--- src/rtl/pool_free_list_allocator_defines.svh ---
// ----------------------------------------------------------------------------
// pool_free_list_allocator_defines
// Assertion macros shared by the pool allocator RTL.
// ----------------------------------------------------------------------------
`ifndef POOL_FREE_LIST_ALLOCATOR_DEFINES_SVH
`define POOL_FREE_LIST_ALLOCATOR_DEFINES_SVH

// Same-cycle implication, disabled while reset is asserted.
`define PFL_ASSERT_IMP(label, clk, rst_n, ante, cons) \
  label: assert property (@(posedge clk) disable iff (!(rst_n)) (ante) |-> (cons)) \
    else $error("pool allocator assertion failed");

// Next-cycle implication, disabled while reset is asserted.
`define PFL_ASSERT_NEXT(label, clk, rst_n, ante, cons) \
  label: assert property (@(posedge clk) disable iff (!(rst_n)) (ante) |=> (cons)) \
    else $error("pool allocator assertion failed");

`endif

--- src/rtl/pfl_pkg.sv ---
// ----------------------------------------------------------------------------
// pfl_pkg
// Field widths, command codes and register indexes of the pool allocator.
// ----------------------------------------------------------------------------
`default_nettype none

package pfl_pkg;

  // Payload field widths.
  localparam int unsigned SLOT_W     = 8;
  localparam int unsigned OFFSET_W   = 20;
  localparam int unsigned COUNT_W    = 9;
  localparam int unsigned CHUNK_W    = 13;
  localparam int unsigned INIT_W     = 9;
  localparam int unsigned CFG_IDX_W  = 1;
  localparam int unsigned CFG_DATA_W = 13;

  // Commands.
  localparam logic CMD_ALLOC = 1'b0;
  localparam logic CMD_FREE  = 1'b1;

  // Configuration register indexes.
  localparam logic [CFG_IDX_W-1:0] CFG_CHUNK_BYTES   = 1'd0;
  localparam logic [CFG_IDX_W-1:0] CFG_INITIAL_SLOTS = 1'd1;

  // Register values after reset.
  localparam logic [CHUNK_W-1:0] CHUNK_RESET = 13'd64;
  localparam logic [INIT_W-1:0]  INIT_RESET  = 9'd16;

endpackage

`default_nettype wire

--- src/rtl/pfl_if.sv ---
// ----------------------------------------------------------------------------
// pfl_if
// Valid/ready channels of the pool allocator: request, result and
// configuration write.
// ----------------------------------------------------------------------------
`default_nettype none

interface pfl_in_if;
  logic                        valid;
  logic                        ready;
  logic                        cmd;
  logic [pfl_pkg::SLOT_W-1:0]  slot;

  modport source (output valid, output cmd, output slot, input ready);
  modport sink   (input valid, input cmd, input slot, output ready);
endinterface

interface pfl_out_if;
  logic                          valid;
  logic                          ready;
  logic [pfl_pkg::SLOT_W-1:0]    granted_slot;
  logic [pfl_pkg::OFFSET_W-1:0]  granted_offset;
  logic                          ok;
  logic [pfl_pkg::COUNT_W-1:0]   free_count;
  logic [pfl_pkg::COUNT_W-1:0]   pool_capacity;

  modport source (output valid, output granted_slot, output granted_offset, output ok,
                  output free_count, output pool_capacity, input ready);
  modport sink   (input valid, input granted_slot, input granted_offset, input ok,
                  input free_count, input pool_capacity, output ready);
endinterface

interface pfl_cfg_if;
  logic                             valid;
  logic                             ready;
  logic [pfl_pkg::CFG_IDX_W-1:0]    idx;
  logic [pfl_pkg::CFG_DATA_W-1:0]   wdata;

  modport source (output valid, output idx, output wdata, input ready);
  modport sink   (input valid, input idx, input wdata, output ready);
endinterface

`default_nettype wire

--- src/rtl/pool_free_list_allocator.sv ---
// ----------------------------------------------------------------------------
// pool_free_list_allocator
// Fixed-size slot pool with a LIFO free list kept in a next-link memory.
// ----------------------------------------------------------------------------
// Usage: a request on in_i (cmd, slot) allocates the head slot or pushes the
// given slot; each request yields one result transfer on out_o with the
// granted slot, its byte offset, a success flag and the pool counters.
// cfg_i writes chunk_bytes (index 0) or initial_slots (index 1); writing
// initial_slots rebuilds the free list, like reset does.
// Sequencing: a free is handled in the idle state, an allocate passes
// through the read state (registered read of the next-link memory), and an
// allocate that grows the pool stays in the grow state while the single write
// port of the next-link memory links one new slot per cycle. Each result is
// registered and valid in the cycle after the last of these states.
// Reset: the block links slots 0 to initial_slots-1 (16 by default), one
// per cycle, and holds in_i.ready low until that sweep ends. A write of
// initial_slots starts the same sweep, unless the clamped count is zero.
// Stall: the result sits in an output register; a new request is taken only
// once that register is empty or is drained in the same cycle.
// ----------------------------------------------------------------------------
`default_nettype none
`include "pool_free_list_allocator_defines.svh"

module pool_free_list_allocator #(
  parameter int unsigned SLOTS = 256
) (
  input  wire         clk_i,
  input  wire         rst_ni,
  pfl_cfg_if.sink     cfg_i,
  pfl_in_if.sink      in_i,
  pfl_out_if.source   out_o
);

  localparam int unsigned IW    = (SLOTS > 1) ? $clog2(SLOTS) : 1;
  localparam int unsigned CW    = $clog2(SLOTS + 1);
  localparam int unsigned SlotW = pfl_pkg::SLOT_W;
  localparam int unsigned CntW  = pfl_pkg::COUNT_W;
  localparam int unsigned OffW  = pfl_pkg::OFFSET_W;
  localparam int unsigned ChkW  = pfl_pkg::CHUNK_W;
  localparam int unsigned InitN = (32'(pfl_pkg::INIT_RESET) > SLOTS) ? SLOTS
                                                                    : 32'(pfl_pkg::INIT_RESET);
  localparam logic [CW-1:0] SlotsCnt = CW'(SLOTS);

  // Sequencer states.
  localparam logic [1:0] ST_INIT = 2'd0;
  localparam logic [1:0] ST_IDLE = 2'd1;
  localparam logic [1:0] ST_READ = 2'd2;
  localparam logic [1:0] ST_GROW = 2'd3;

  logic [1:0]                   state_q, state_d;
  logic [ChkW-1:0]              chunk_q, chunk_d;
  logic [pfl_pkg::INIT_W-1:0]   init_q, init_d;
  logic [IW-1:0]                head_q, head_d;
  logic [CW-1:0]                free_q, free_d;
  logic [CW-1:0]                cap_q, cap_d;
  logic [CW-1:0]                grow_q, grow_d;
  logic [IW-1:0]                run_ptr_q, run_ptr_d;
  logic [IW-1:0]                run_last_q, run_last_d;

  // Next-link memory, one write and one registered read per cycle.
  logic [IW-1:0]                link_mem [SLOTS];
  logic [IW-1:0]                rdata_q;
  logic                         mem_we;
  logic [IW-1:0]                mem_waddr;
  logic [IW-1:0]                mem_wdata;

  // Output register.
  logic                         out_valid_q;
  logic [SlotW-1:0]             out_slot_q;
  logic [OffW-1:0]              out_off_q;
  logic                         out_ok_q;
  logic [CntW-1:0]              out_free_q;
  logic [CntW-1:0]              out_cap_q;

  logic                         load_en;
  logic [IW-1:0]                load_slot;
  logic                         load_ok;
  logic [CW-1:0]                load_free;
  logic [CW-1:0]                load_cap;
  logic [SlotW-1:0]             load_slot8;
  logic [SlotW+ChkW-1:0]        load_prod;

  logic                         in_acc;
  logic                         cfg_acc;
  logic                         alloc_acc;
  logic                         free_acc;
  logic [IW-1:0]                slot_wrap;
  logic [IW-1:0]                wrap_tbl [256];
  logic [IW-1:0]                run_link;
  logic [CW:0]                  grow_raw;
  logic [CW-1:0]                grow_min;
  logic [CW-1:0]                room;
  logic [CW-1:0]                grow_cnt;
  logic [CW-1:0]                free_inc;
  logic [CW-1:0]                cfg_n;

  // Handshakes.
  assign in_i.ready  = (state_q == ST_IDLE) && (!out_valid_q || out_o.ready);
  assign cfg_i.ready = 1'b1;
  assign in_acc      = in_i.valid && in_i.ready;
  assign cfg_acc     = cfg_i.valid && cfg_i.ready;
  assign alloc_acc   = in_acc && (in_i.cmd == pfl_pkg::CMD_ALLOC);
  assign free_acc    = in_acc && !cfg_acc && (in_i.cmd == pfl_pkg::CMD_FREE);

  // Slot index taken modulo SLOTS through a constant table.
  for (genvar g = 0; g < 256; g++) begin : g_wrap
    assign wrap_tbl[g] = IW'(g % SLOTS);
  end
  assign slot_wrap = wrap_tbl[in_i.slot];

  // Link value written while sweeping a run of consecutive slots.
  assign run_link = (run_ptr_q == run_last_q) ? '0 : run_ptr_q + IW'(1);

  // Growth size: capacity times 1.5, at least one, capped by the room left.
  assign grow_raw = {1'b0, cap_q} + (CW+1)'(cap_q >> 1);
  assign grow_min = (grow_raw == '0) ? CW'(1) : CW'(grow_raw);
  assign room     = SlotsCnt - cap_q;
  assign grow_cnt = ((grow_raw > (CW+1)'(room)) || (grow_min > room)) ? room : grow_min;

  // Saturating count for a free.
  assign free_inc = (free_q < SlotsCnt) ? free_q + CW'(1) : free_q;

  // Clamped initial slot count of a configuration write.
  assign cfg_n = (32'(cfg_i.wdata[pfl_pkg::INIT_W-1:0]) > SLOTS) ? SlotsCnt
               : CW'(cfg_i.wdata[pfl_pkg::INIT_W-1:0]);

  // Sequencer and state update.
  always_comb begin
    state_d    = state_q;
    chunk_d    = chunk_q;
    init_d     = init_q;
    head_d     = head_q;
    free_d     = free_q;
    cap_d      = cap_q;
    grow_d     = grow_q;
    run_ptr_d  = run_ptr_q;
    run_last_d = run_last_q;
    mem_we     = 1'b0;
    mem_waddr  = run_ptr_q;
    mem_wdata  = run_link;
    load_en    = 1'b0;
    load_slot  = '0;
    load_ok    = 1'b1;
    load_free  = free_q;
    load_cap   = cap_q;

    case (state_q)
      ST_INIT: begin
        mem_we = 1'b1;
        if (run_ptr_q == run_last_q) begin
          state_d = ST_IDLE;
        end else begin
          run_ptr_d = run_ptr_q + IW'(1);
        end
      end
      ST_IDLE: begin
        if (in_acc) begin
          if (in_i.cmd == pfl_pkg::CMD_FREE) begin
            mem_we    = 1'b1;
            mem_waddr = slot_wrap;
            mem_wdata = head_q;
            head_d    = slot_wrap;
            free_d    = free_inc;
            load_en   = 1'b1;
            load_free = free_inc;
          end else if (free_q == '0) begin
            load_en = 1'b1;
            load_ok = 1'b0;
          end else if ((free_q == CW'(1)) && (grow_cnt != '0)) begin
            state_d    = ST_GROW;
            grow_d     = grow_cnt;
            run_ptr_d  = IW'(cap_q);
            run_last_d = IW'(cap_q + grow_cnt - CW'(1));
          end else begin
            state_d = ST_READ;
          end
        end
      end
      ST_READ: begin
        // Pop: the link of the head slot arrived from the memory.
        state_d   = ST_IDLE;
        head_d    = rdata_q;
        free_d    = free_q - CW'(1);
        load_en   = 1'b1;
        load_slot = head_q;
        load_free = free_q - CW'(1);
      end
      ST_GROW: begin
        mem_we = 1'b1;
        if (run_ptr_q == run_last_q) begin
          // The last old slot is granted and the new run becomes the list.
          state_d   = ST_IDLE;
          head_d    = IW'(cap_q);
          cap_d     = cap_q + grow_q;
          free_d    = grow_q;
          load_en   = 1'b1;
          load_slot = head_q;
          load_free = grow_q;
          load_cap  = cap_q + grow_q;
        end else begin
          run_ptr_d = run_ptr_q + IW'(1);
        end
      end
      default: begin
        state_d = ST_IDLE;
      end
    endcase

    // Configuration writes; initial_slots restarts the list build.
    if (cfg_acc) begin
      case (cfg_i.idx)
        pfl_pkg::CFG_CHUNK_BYTES: begin
          chunk_d = cfg_i.wdata[ChkW-1:0];
        end
        pfl_pkg::CFG_INITIAL_SLOTS: begin
          init_d     = cfg_i.wdata[pfl_pkg::INIT_W-1:0];
          head_d     = '0;
          free_d     = cfg_n;
          cap_d      = cfg_n;
          run_ptr_d  = '0;
          run_last_d = IW'(cfg_n - CW'(1));
          state_d    = (cfg_n == '0) ? ST_IDLE : ST_INIT;
        end
        default: begin
          chunk_d = chunk_q;
        end
      endcase
    end
  end

  // Control registers.
  always_ff @(posedge clk_i or negedge rst_ni) begin
    if (!rst_ni) begin
      state_q    <= ST_INIT;
      chunk_q    <= pfl_pkg::CHUNK_RESET;
      init_q     <= pfl_pkg::INIT_RESET;
      head_q     <= '0;
      free_q     <= CW'(InitN);
      cap_q      <= CW'(InitN);
      grow_q     <= '0;
      run_ptr_q  <= '0;
      run_last_q <= IW'(InitN - 1);
    end else begin
      state_q    <= state_d;
      chunk_q    <= chunk_d;
      init_q     <= init_d;
      head_q     <= head_d;
      free_q     <= free_d;
      cap_q      <= cap_d;
      grow_q     <= grow_d;
      run_ptr_q  <= run_ptr_d;
      run_last_q <= run_last_d;
    end
  end

  // Next-link memory; the read address is always the current head.
  always_ff @(posedge clk_i) begin
    if (mem_we) begin
      link_mem[mem_waddr] <= mem_wdata;
    end
    rdata_q <= link_mem[head_q];
  end

  // Byte offset of the granted slot.
  assign load_slot8 = SlotW'(load_slot);
  assign load_prod  = (SlotW+ChkW)'(load_slot8) * (SlotW+ChkW)'(chunk_q);

  // Output register: loaded when a result is ready, cleared on transfer.
  always_ff @(posedge clk_i or negedge rst_ni) begin
    if (!rst_ni) begin
      out_valid_q <= 1'b0;
    end else if (load_en) begin
      out_valid_q <= 1'b1;
    end else if (out_o.ready) begin
      out_valid_q <= 1'b0;
    end
  end

  always_ff @(posedge clk_i) begin
    if (load_en) begin
      out_slot_q <= load_slot8;
      out_off_q  <= OffW'(load_prod);
      out_ok_q   <= load_ok;
      out_free_q <= CntW'(load_free);
      out_cap_q  <= CntW'(load_cap);
    end
  end

  assign out_o.valid          = out_valid_q;
  assign out_o.granted_slot   = out_slot_q;
  assign out_o.granted_offset = out_off_q;
  assign out_o.ok             = out_ok_q;
  assign out_o.free_count     = out_free_q;
  assign out_o.pool_capacity  = out_cap_q;

  // Assertions.
  `PFL_ASSERT_IMP(a_grow_from_one, clk_i, rst_ni, state_q == ST_GROW, free_q == CW'(1))
  `PFL_ASSERT_IMP(a_count_bound, clk_i, rst_ni, 1'b1, (cap_q <= SlotsCnt) && (free_q <= SlotsCnt))
  `PFL_ASSERT_NEXT(a_empty_fails, clk_i, rst_ni, alloc_acc && (free_q == '0), !out_ok_q)
  `PFL_ASSERT_NEXT(a_free_push, clk_i, rst_ni, free_acc, (head_q == $past(slot_wrap)) && out_ok_q)

endmodule

`default_nettype wire
--- src/flat_wrapper.sv ---
// flat-port wrapper written by rule: the top's interface ports become plain ports
module pool_free_list_allocator_flat 
#(
  parameter int unsigned SLOTS = 256
)
  (clk_i, rst_ni, cfg_i_valid, cfg_i_idx, cfg_i_wdata, cfg_i_ready, in_i_valid, in_i_cmd, in_i_slot, in_i_ready, out_o_valid, out_o_granted_slot, out_o_granted_offset, out_o_ok, out_o_free_count, out_o_pool_capacity, out_o_ready);
  pfl_cfg_if cfg_i_i ();
  pfl_in_if in_i_i ();
  pfl_out_if out_o_i ();
  input  wire clk_i;
  input  wire rst_ni;
  input wire logic [$bits(cfg_i_i.valid)-1:0] cfg_i_valid;
  input wire logic [$bits(cfg_i_i.idx)-1:0] cfg_i_idx;
  input wire logic [$bits(cfg_i_i.wdata)-1:0] cfg_i_wdata;
  output wire logic [$bits(cfg_i_i.ready)-1:0] cfg_i_ready;
  input wire logic [$bits(in_i_i.valid)-1:0] in_i_valid;
  input wire logic [$bits(in_i_i.cmd)-1:0] in_i_cmd;
  input wire logic [$bits(in_i_i.slot)-1:0] in_i_slot;
  output wire logic [$bits(in_i_i.ready)-1:0] in_i_ready;
  output wire logic [$bits(out_o_i.valid)-1:0] out_o_valid;
  output wire logic [$bits(out_o_i.granted_slot)-1:0] out_o_granted_slot;
  output wire logic [$bits(out_o_i.granted_offset)-1:0] out_o_granted_offset;
  output wire logic [$bits(out_o_i.ok)-1:0] out_o_ok;
  output wire logic [$bits(out_o_i.free_count)-1:0] out_o_free_count;
  output wire logic [$bits(out_o_i.pool_capacity)-1:0] out_o_pool_capacity;
  input wire logic [$bits(out_o_i.ready)-1:0] out_o_ready;
  assign cfg_i_i.valid = cfg_i_valid;
  assign cfg_i_i.idx = cfg_i_idx;
  assign cfg_i_i.wdata = cfg_i_wdata;
  assign cfg_i_ready = cfg_i_i.ready;
  assign in_i_i.valid = in_i_valid;
  assign in_i_i.cmd = in_i_cmd;
  assign in_i_i.slot = in_i_slot;
  assign in_i_ready = in_i_i.ready;
  assign out_o_valid = out_o_i.valid;
  assign out_o_granted_slot = out_o_i.granted_slot;
  assign out_o_granted_offset = out_o_i.granted_offset;
  assign out_o_ok = out_o_i.ok;
  assign out_o_free_count = out_o_i.free_count;
  assign out_o_pool_capacity = out_o_i.pool_capacity;
  assign out_o_i.ready = out_o_ready;
  pool_free_list_allocator #(.SLOTS(SLOTS)) u_core (.clk_i(clk_i), .rst_ni(rst_ni), .cfg_i(cfg_i_i), .in_i(in_i_i), .out_o(out_o_i));
endmodule
--- config.mk ---
export PLATFORM = sky130hd
export DESIGN_NAME = pool_free_list_allocator_flat
export DESIGN_NICKNAME = d
export VERILOG_FILES = /design/src/rtl/pfl_pkg.sv /design/src/rtl/pfl_if.sv /design/src/rtl/pool_free_list_allocator.sv /design/src/flat_wrapper.sv
export VERILOG_INCLUDE_DIRS = /design/src /design/src/rtl
export SDC_FILE = /design/constraint.sdc
export NUM_CORES = 2
export LEC_CHECK = 0
export BUFFER_PORTS_ARGS = -buffer_cell sky130_fd_sc_hd__buf_2
export CAP_MARGIN = 20
export CELL_PAD_IN_SITES_DETAIL_PLACEMENT = 1
export CELL_PAD_IN_SITES_GLOBAL_PLACEMENT = 1
export CORE_MARGIN = 2
export CORE_UTILIZATION = 40
export DETAILED_ROUTE_END_ITERATION = 7
export PLACE_DENSITY = 0.64
export RECOVER_POWER = 25
export SLEW_MARGIN = 20
export SYNTH_ARGS = -nofsm -noshare
export SYNTH_HDL_FRONTEND = slang
export SYNTH_SLANG_ARGS = --single-unit
export TNS_END_PERCENT = 20
--- constraint.sdc ---
create_clock -name clk_i -period 19.2 [get_ports clk_i]
set_input_delay 0 -clock clk_i [delete_from_list [all_inputs] [get_ports clk_i]]
set_output_delay 0 -clock clk_i [all_outputs]
set_load 0.005 [all_outputs]
==> qor.txt <==
Arrival @ worst endpoint -> 11.12 ns
Avg Inst Size Synth -> 20.2 sq um
Portion of the clock cycle consumed by the worst path in the final layout -> 0.615
Critical path buffer and inverter count -> 3
Combinational family with the most area after synthesis -> multiplexers
Run status -> finished, violations left
Post-Synth Simple-Gate Area -> 0.0344
Commonest cells in the netlist -> sky130_fd_sc_hd__edfxtp_1 (2,095), sky130_fd_sc_hd__mux4_2 (680), sky130_fd_sc_hd__nor2_1 (320), sky130_fd_sc_hd__clkbuf_1 (178), sky130_fd_sc_hd__nand2_1 (154)
Average vias per placed instance -> 5.68
Required time of the critical path -> 18.52 ns
Number of buffers added by the clock tree synthesis step -> 218
Count of flip-flops with a built-in enable after synthesis -> 2,095
Dominant delay contributor by cell family on the critical path -> buffers and inverters
Top flip-flop cell by instance count after synthesis -> sky130_fd_sc_hd__edfxtp_1
Cell count after placement -> 7,370
Compound-Gate Fraction of Synth Area -> 0.0198
Global routing usage summed across all routing layers -> 0.206
Number of antenna violations at the first check in global routing -> 12
Number of remaining DRC errors -> 0
CP startpoint -> u_core.state_q[1]$_DFF_PN0_
Clock buffer depth -> 3
Starting utilization of the core area -> 0.402
Accumulated negative setup slack -> 0 ns
Area of the placeable core -> 224,000 sq um
Post-Syn Nets -> 4,668
Leak -> 32.0 nW
Maximum ir drop on the vdd rail -> 118 uV
Synthesized-area fraction occupied by adder cells -> 0.0300
Floorplan row count -> 174
Final non-filler cell total -> 7,826
Count of warnings emitted by yosys -> 0
Remaining global-route overflow -> 0
Maximum capacitance violations -> 14
Synth async-reset ratio -> 0.0309
Number of hold violations in the final report -> 0
Die area -> 229,000 sq um
Worst min-delay path startpoint -> cfg_i_wdata[3]
Worst setup SP type -> register
Post-layout power -> 14.6 mW
Vias in the first global route -> 46,829
Upper clock frequency limit -> 84.7 MHz
Fraction of layout cells with a size suffix above 1 -> 0.240
Average wire per standard cell -> 29.9 microns
Number of synthesized register bits -> 2,170
Pin slew with the least headroom to its limit -> 9.24 ns
Post-DP HPWL -> 139,000 microns
Final Slew Violations -> 1,193
Clock Latency Late Sink -> 0.88 ns
Height of the die -> 478 microns
CTS clock-pin slew for the worst setup and hold paths -> 0.06 ns
CP Class -> register to register
Clock net sink count -> 2,170
Number of distinct standard cells referenced by the synthesized netlist -> 73
Most area-consuming cells after synthesis -> sky130_fd_sc_hd__edfxtp_1 (70%), sky130_fd_sc_hd__mux4_2 (17%), sky130_fd_sc_hd__dfrtp_1 (1.7%)
Violated checks -> max-capacitance violations, max-slew violations
Ordered cell list for the critical path -> inv_1, ha_1, and4_2, clkbuf_1, nand2_1, o31ai_1, clkbuf_1
Sequential share of the synthesized area -> 0.719
Worst Path Max Fanout -> 192
Via count -> 44,424
DRT iter0 DRCs -> 4,481
Slowest stage cell, crit path -> sky130_fd_sc_hd__clkbuf_1
Number of nets still failing antenna checks after routing -> 0
Final GP Congestion -> 0.792
Overall routed net length -> 234,000 microns
Setup skew after layout -> 0.0305 ns
Endpoint class of the critical path -> register
Power Dens Cells -> 144 nW/um^2
Startpoint of the worst register-to-register path -> u_core.state_q[1]$_DFF_PN0_
Min-delay worst type -> input port to register
Delay of the slowest cell on the worst path -> 6.37 ns
Master cell of the clock root buffer -> sky130_fd_sc_hd__clkbuf_16
Multiplexer area fraction after synthesis -> 0.173
Setup repair after global routing missed its margin -> no
Proportion of netlist area held by the largest area contributor -> 0.699
Pre-Repair DR Iteration Count -> 6
Crit-path most repeated cell -> sky130_fd_sc_hd__clkbuf_1
Final setup violating endpoints -> 0
Cell area after synthesis -> 90,000 sq um
Cell count after synthesis -> 4,465
H-tree lvl count -> 4
Most numerous cell in the Yosys netlist -> sky130_fd_sc_hd__edfxtp_1
Boundary Pins -> 78
Crit path time final -> 11.81 ns
Clock tree from TritonCTS -> done
Synth-to-layout area growth -> 12.7%
Die width -> 478 microns
Parity-gate share of the synthesized area counting xor and xnor cells -> 0.00689
Number of I/O port buffers -> 76
Layout net count -> 4,855
Largest area contributor in the synthesized netlist -> sky130_fd_sc_hd__edfxtp_1
Max-slew headroom -> -5.16
Maximum number of pins on one net before global-route repair -> 217
First-pass GRT wire length -> 343,000 microns
==> path summary, 6_finish.rpt <==
kind / endpoint / slack (ns) / depth (start not counted)
setup reg to reg: u_core.link_mem[84][5]$_DFFE_PP_ / 7.39 / 7
setup / recovery: u_core.link_mem[84][5]$_DFFE_PP_ / 7.39 / 7
hold / removal: u_core.cap_q[3]$_DFF_PN0_ / 0.09 / 3
hold reg to reg: u_core.run_last_q[0]$_DFF_PN1_ / 0.56 / 2
min in group asynchronous: u_core.cap_q[4]$_DFF_PN1_ / 0.72 / 3
max in group asynchronous: u_core.head_q[3]$_DFF_PN0_ / 14.31 / 4
==> layout make-up <==
type                            count  area, sq um
Antenna cell                        2         5.00
Clock buffer                      266         5730
Clock inverter                    134         1250
Fill cell                       20674       123000
Inverter                          149          559
Multi-Input combinational cell   1908        23900
Sequential cell                  2170        64800
Tap cell                         2992         3740
Timing Repair Buffer              205         1480
==> tightest hold or removal path, stage by stage <==
cell                            delay (ns)
sky130_fd_sc_hd__dlygate4sd3_1        0.53
sky130_fd_sc_hd__buf_2                0.23
sky130_fd_sc_hd__a22o_1               0.15
==> report_power, final <==
| group | internal, mW | switching (mW) |
|---|---|---|
| logic | 1.77 | 2.65 |
| registers | 5.81 | 0.162 |
| clock network | 2.36 | 1.82 |
==> routing by layer <==
layer  global-route usage  vias up  share of wire
met5                    0        -       0.000047
met4               0.0545        2          0.024
li1                     -    18534              -
met2                0.334     1536           0.49
met3               0.0375      297          0.067
met1                0.286    24055           0.42
==> layout by cell type, fill, tap and decap left out, drive strengths merged, types with 12 or more instances in the layout <==
cell,n
clkinv,94
bufinv,18
nor3,19
dfrtp,60
mux2,16
xnor2,41
clkinvlp,15
o31ai,18
ha,107
nand2,154
a21o,16
clkbuf,318
mux4,680
edfxtp,2095
a22o,12
nand3,31
xor2,29
nor2,320
a221oi,15
dlygate4sd3,49
buf,104
inv,156
a21oi,72
and2,77
nor2b,15
fa,68
o21ai,72
==> through the flow <==
stage	utilization	hold WS, ns	setup slack (ns)	cell area, sq um
3_5_place_dp	0.420	0.211	11.45	94100
2_1_floorplan	-	-0.296	5.13	90000
4_1_cts	0.453	0.0108	11.40	102000
3_3_place_gp	0.420	0.204	11.63	94100
5_1_grt	0.452	0.0896	6.43	101000
6_report	0.452	0.0927	7.39	101000
==> sequential cells by signal, indices dropped and copies added (netlist names) <==
| name | cells |
|---|---|
| u_core.out_o.pool_capacity | 9 |
| u_core.out_o.free_count | 9 |
| u_core.free_q | 9 |
| u_core.run_last_q | 8 |
| u_core.head_q | 8 |
| u_core.out_o.valid | 1 |
| u_core.grow_q | 9 |
| u_core.state_q | 2 |
| u_core.run_ptr_q | 8 |
| u_core.out_o.granted_slot | 8 |
| u_core.cap_q | 9 |
| u_core.rdata_q | 8 |
| u_core.link_mem | 2048 |
| u_core.out_o.granted_offset | 20 |
| u_core.chunk_q | 13 |
| u_core.out_o.ok | 1 |
==> cells by family (layout without fill, tap and decap cells) <==
| group | after synthesis | in the layout |
|---|---|---|
| AO/OA/AOI/OAI | 269 | 269 |
| other | 1 | 3 |
| adder cells (fa/ha/maj) | 175 | 175 |
| AND/OR/NAND/NOR | 686 | 686 |
| XOR/XNOR | 70 | 70 |
| multiplexers | 707 | 707 |
| buffers and inverters | 387 | 754 |
| flip-flops | 2170 | 2170 |
==> repair_timing <==
action                                 CTS  global route
resized for setup                        0             0
endpoints found under the hold margin  125             0
setup buffers                            0             0
hold buffers                            50             0
Power figures use the tool's default switching activity.
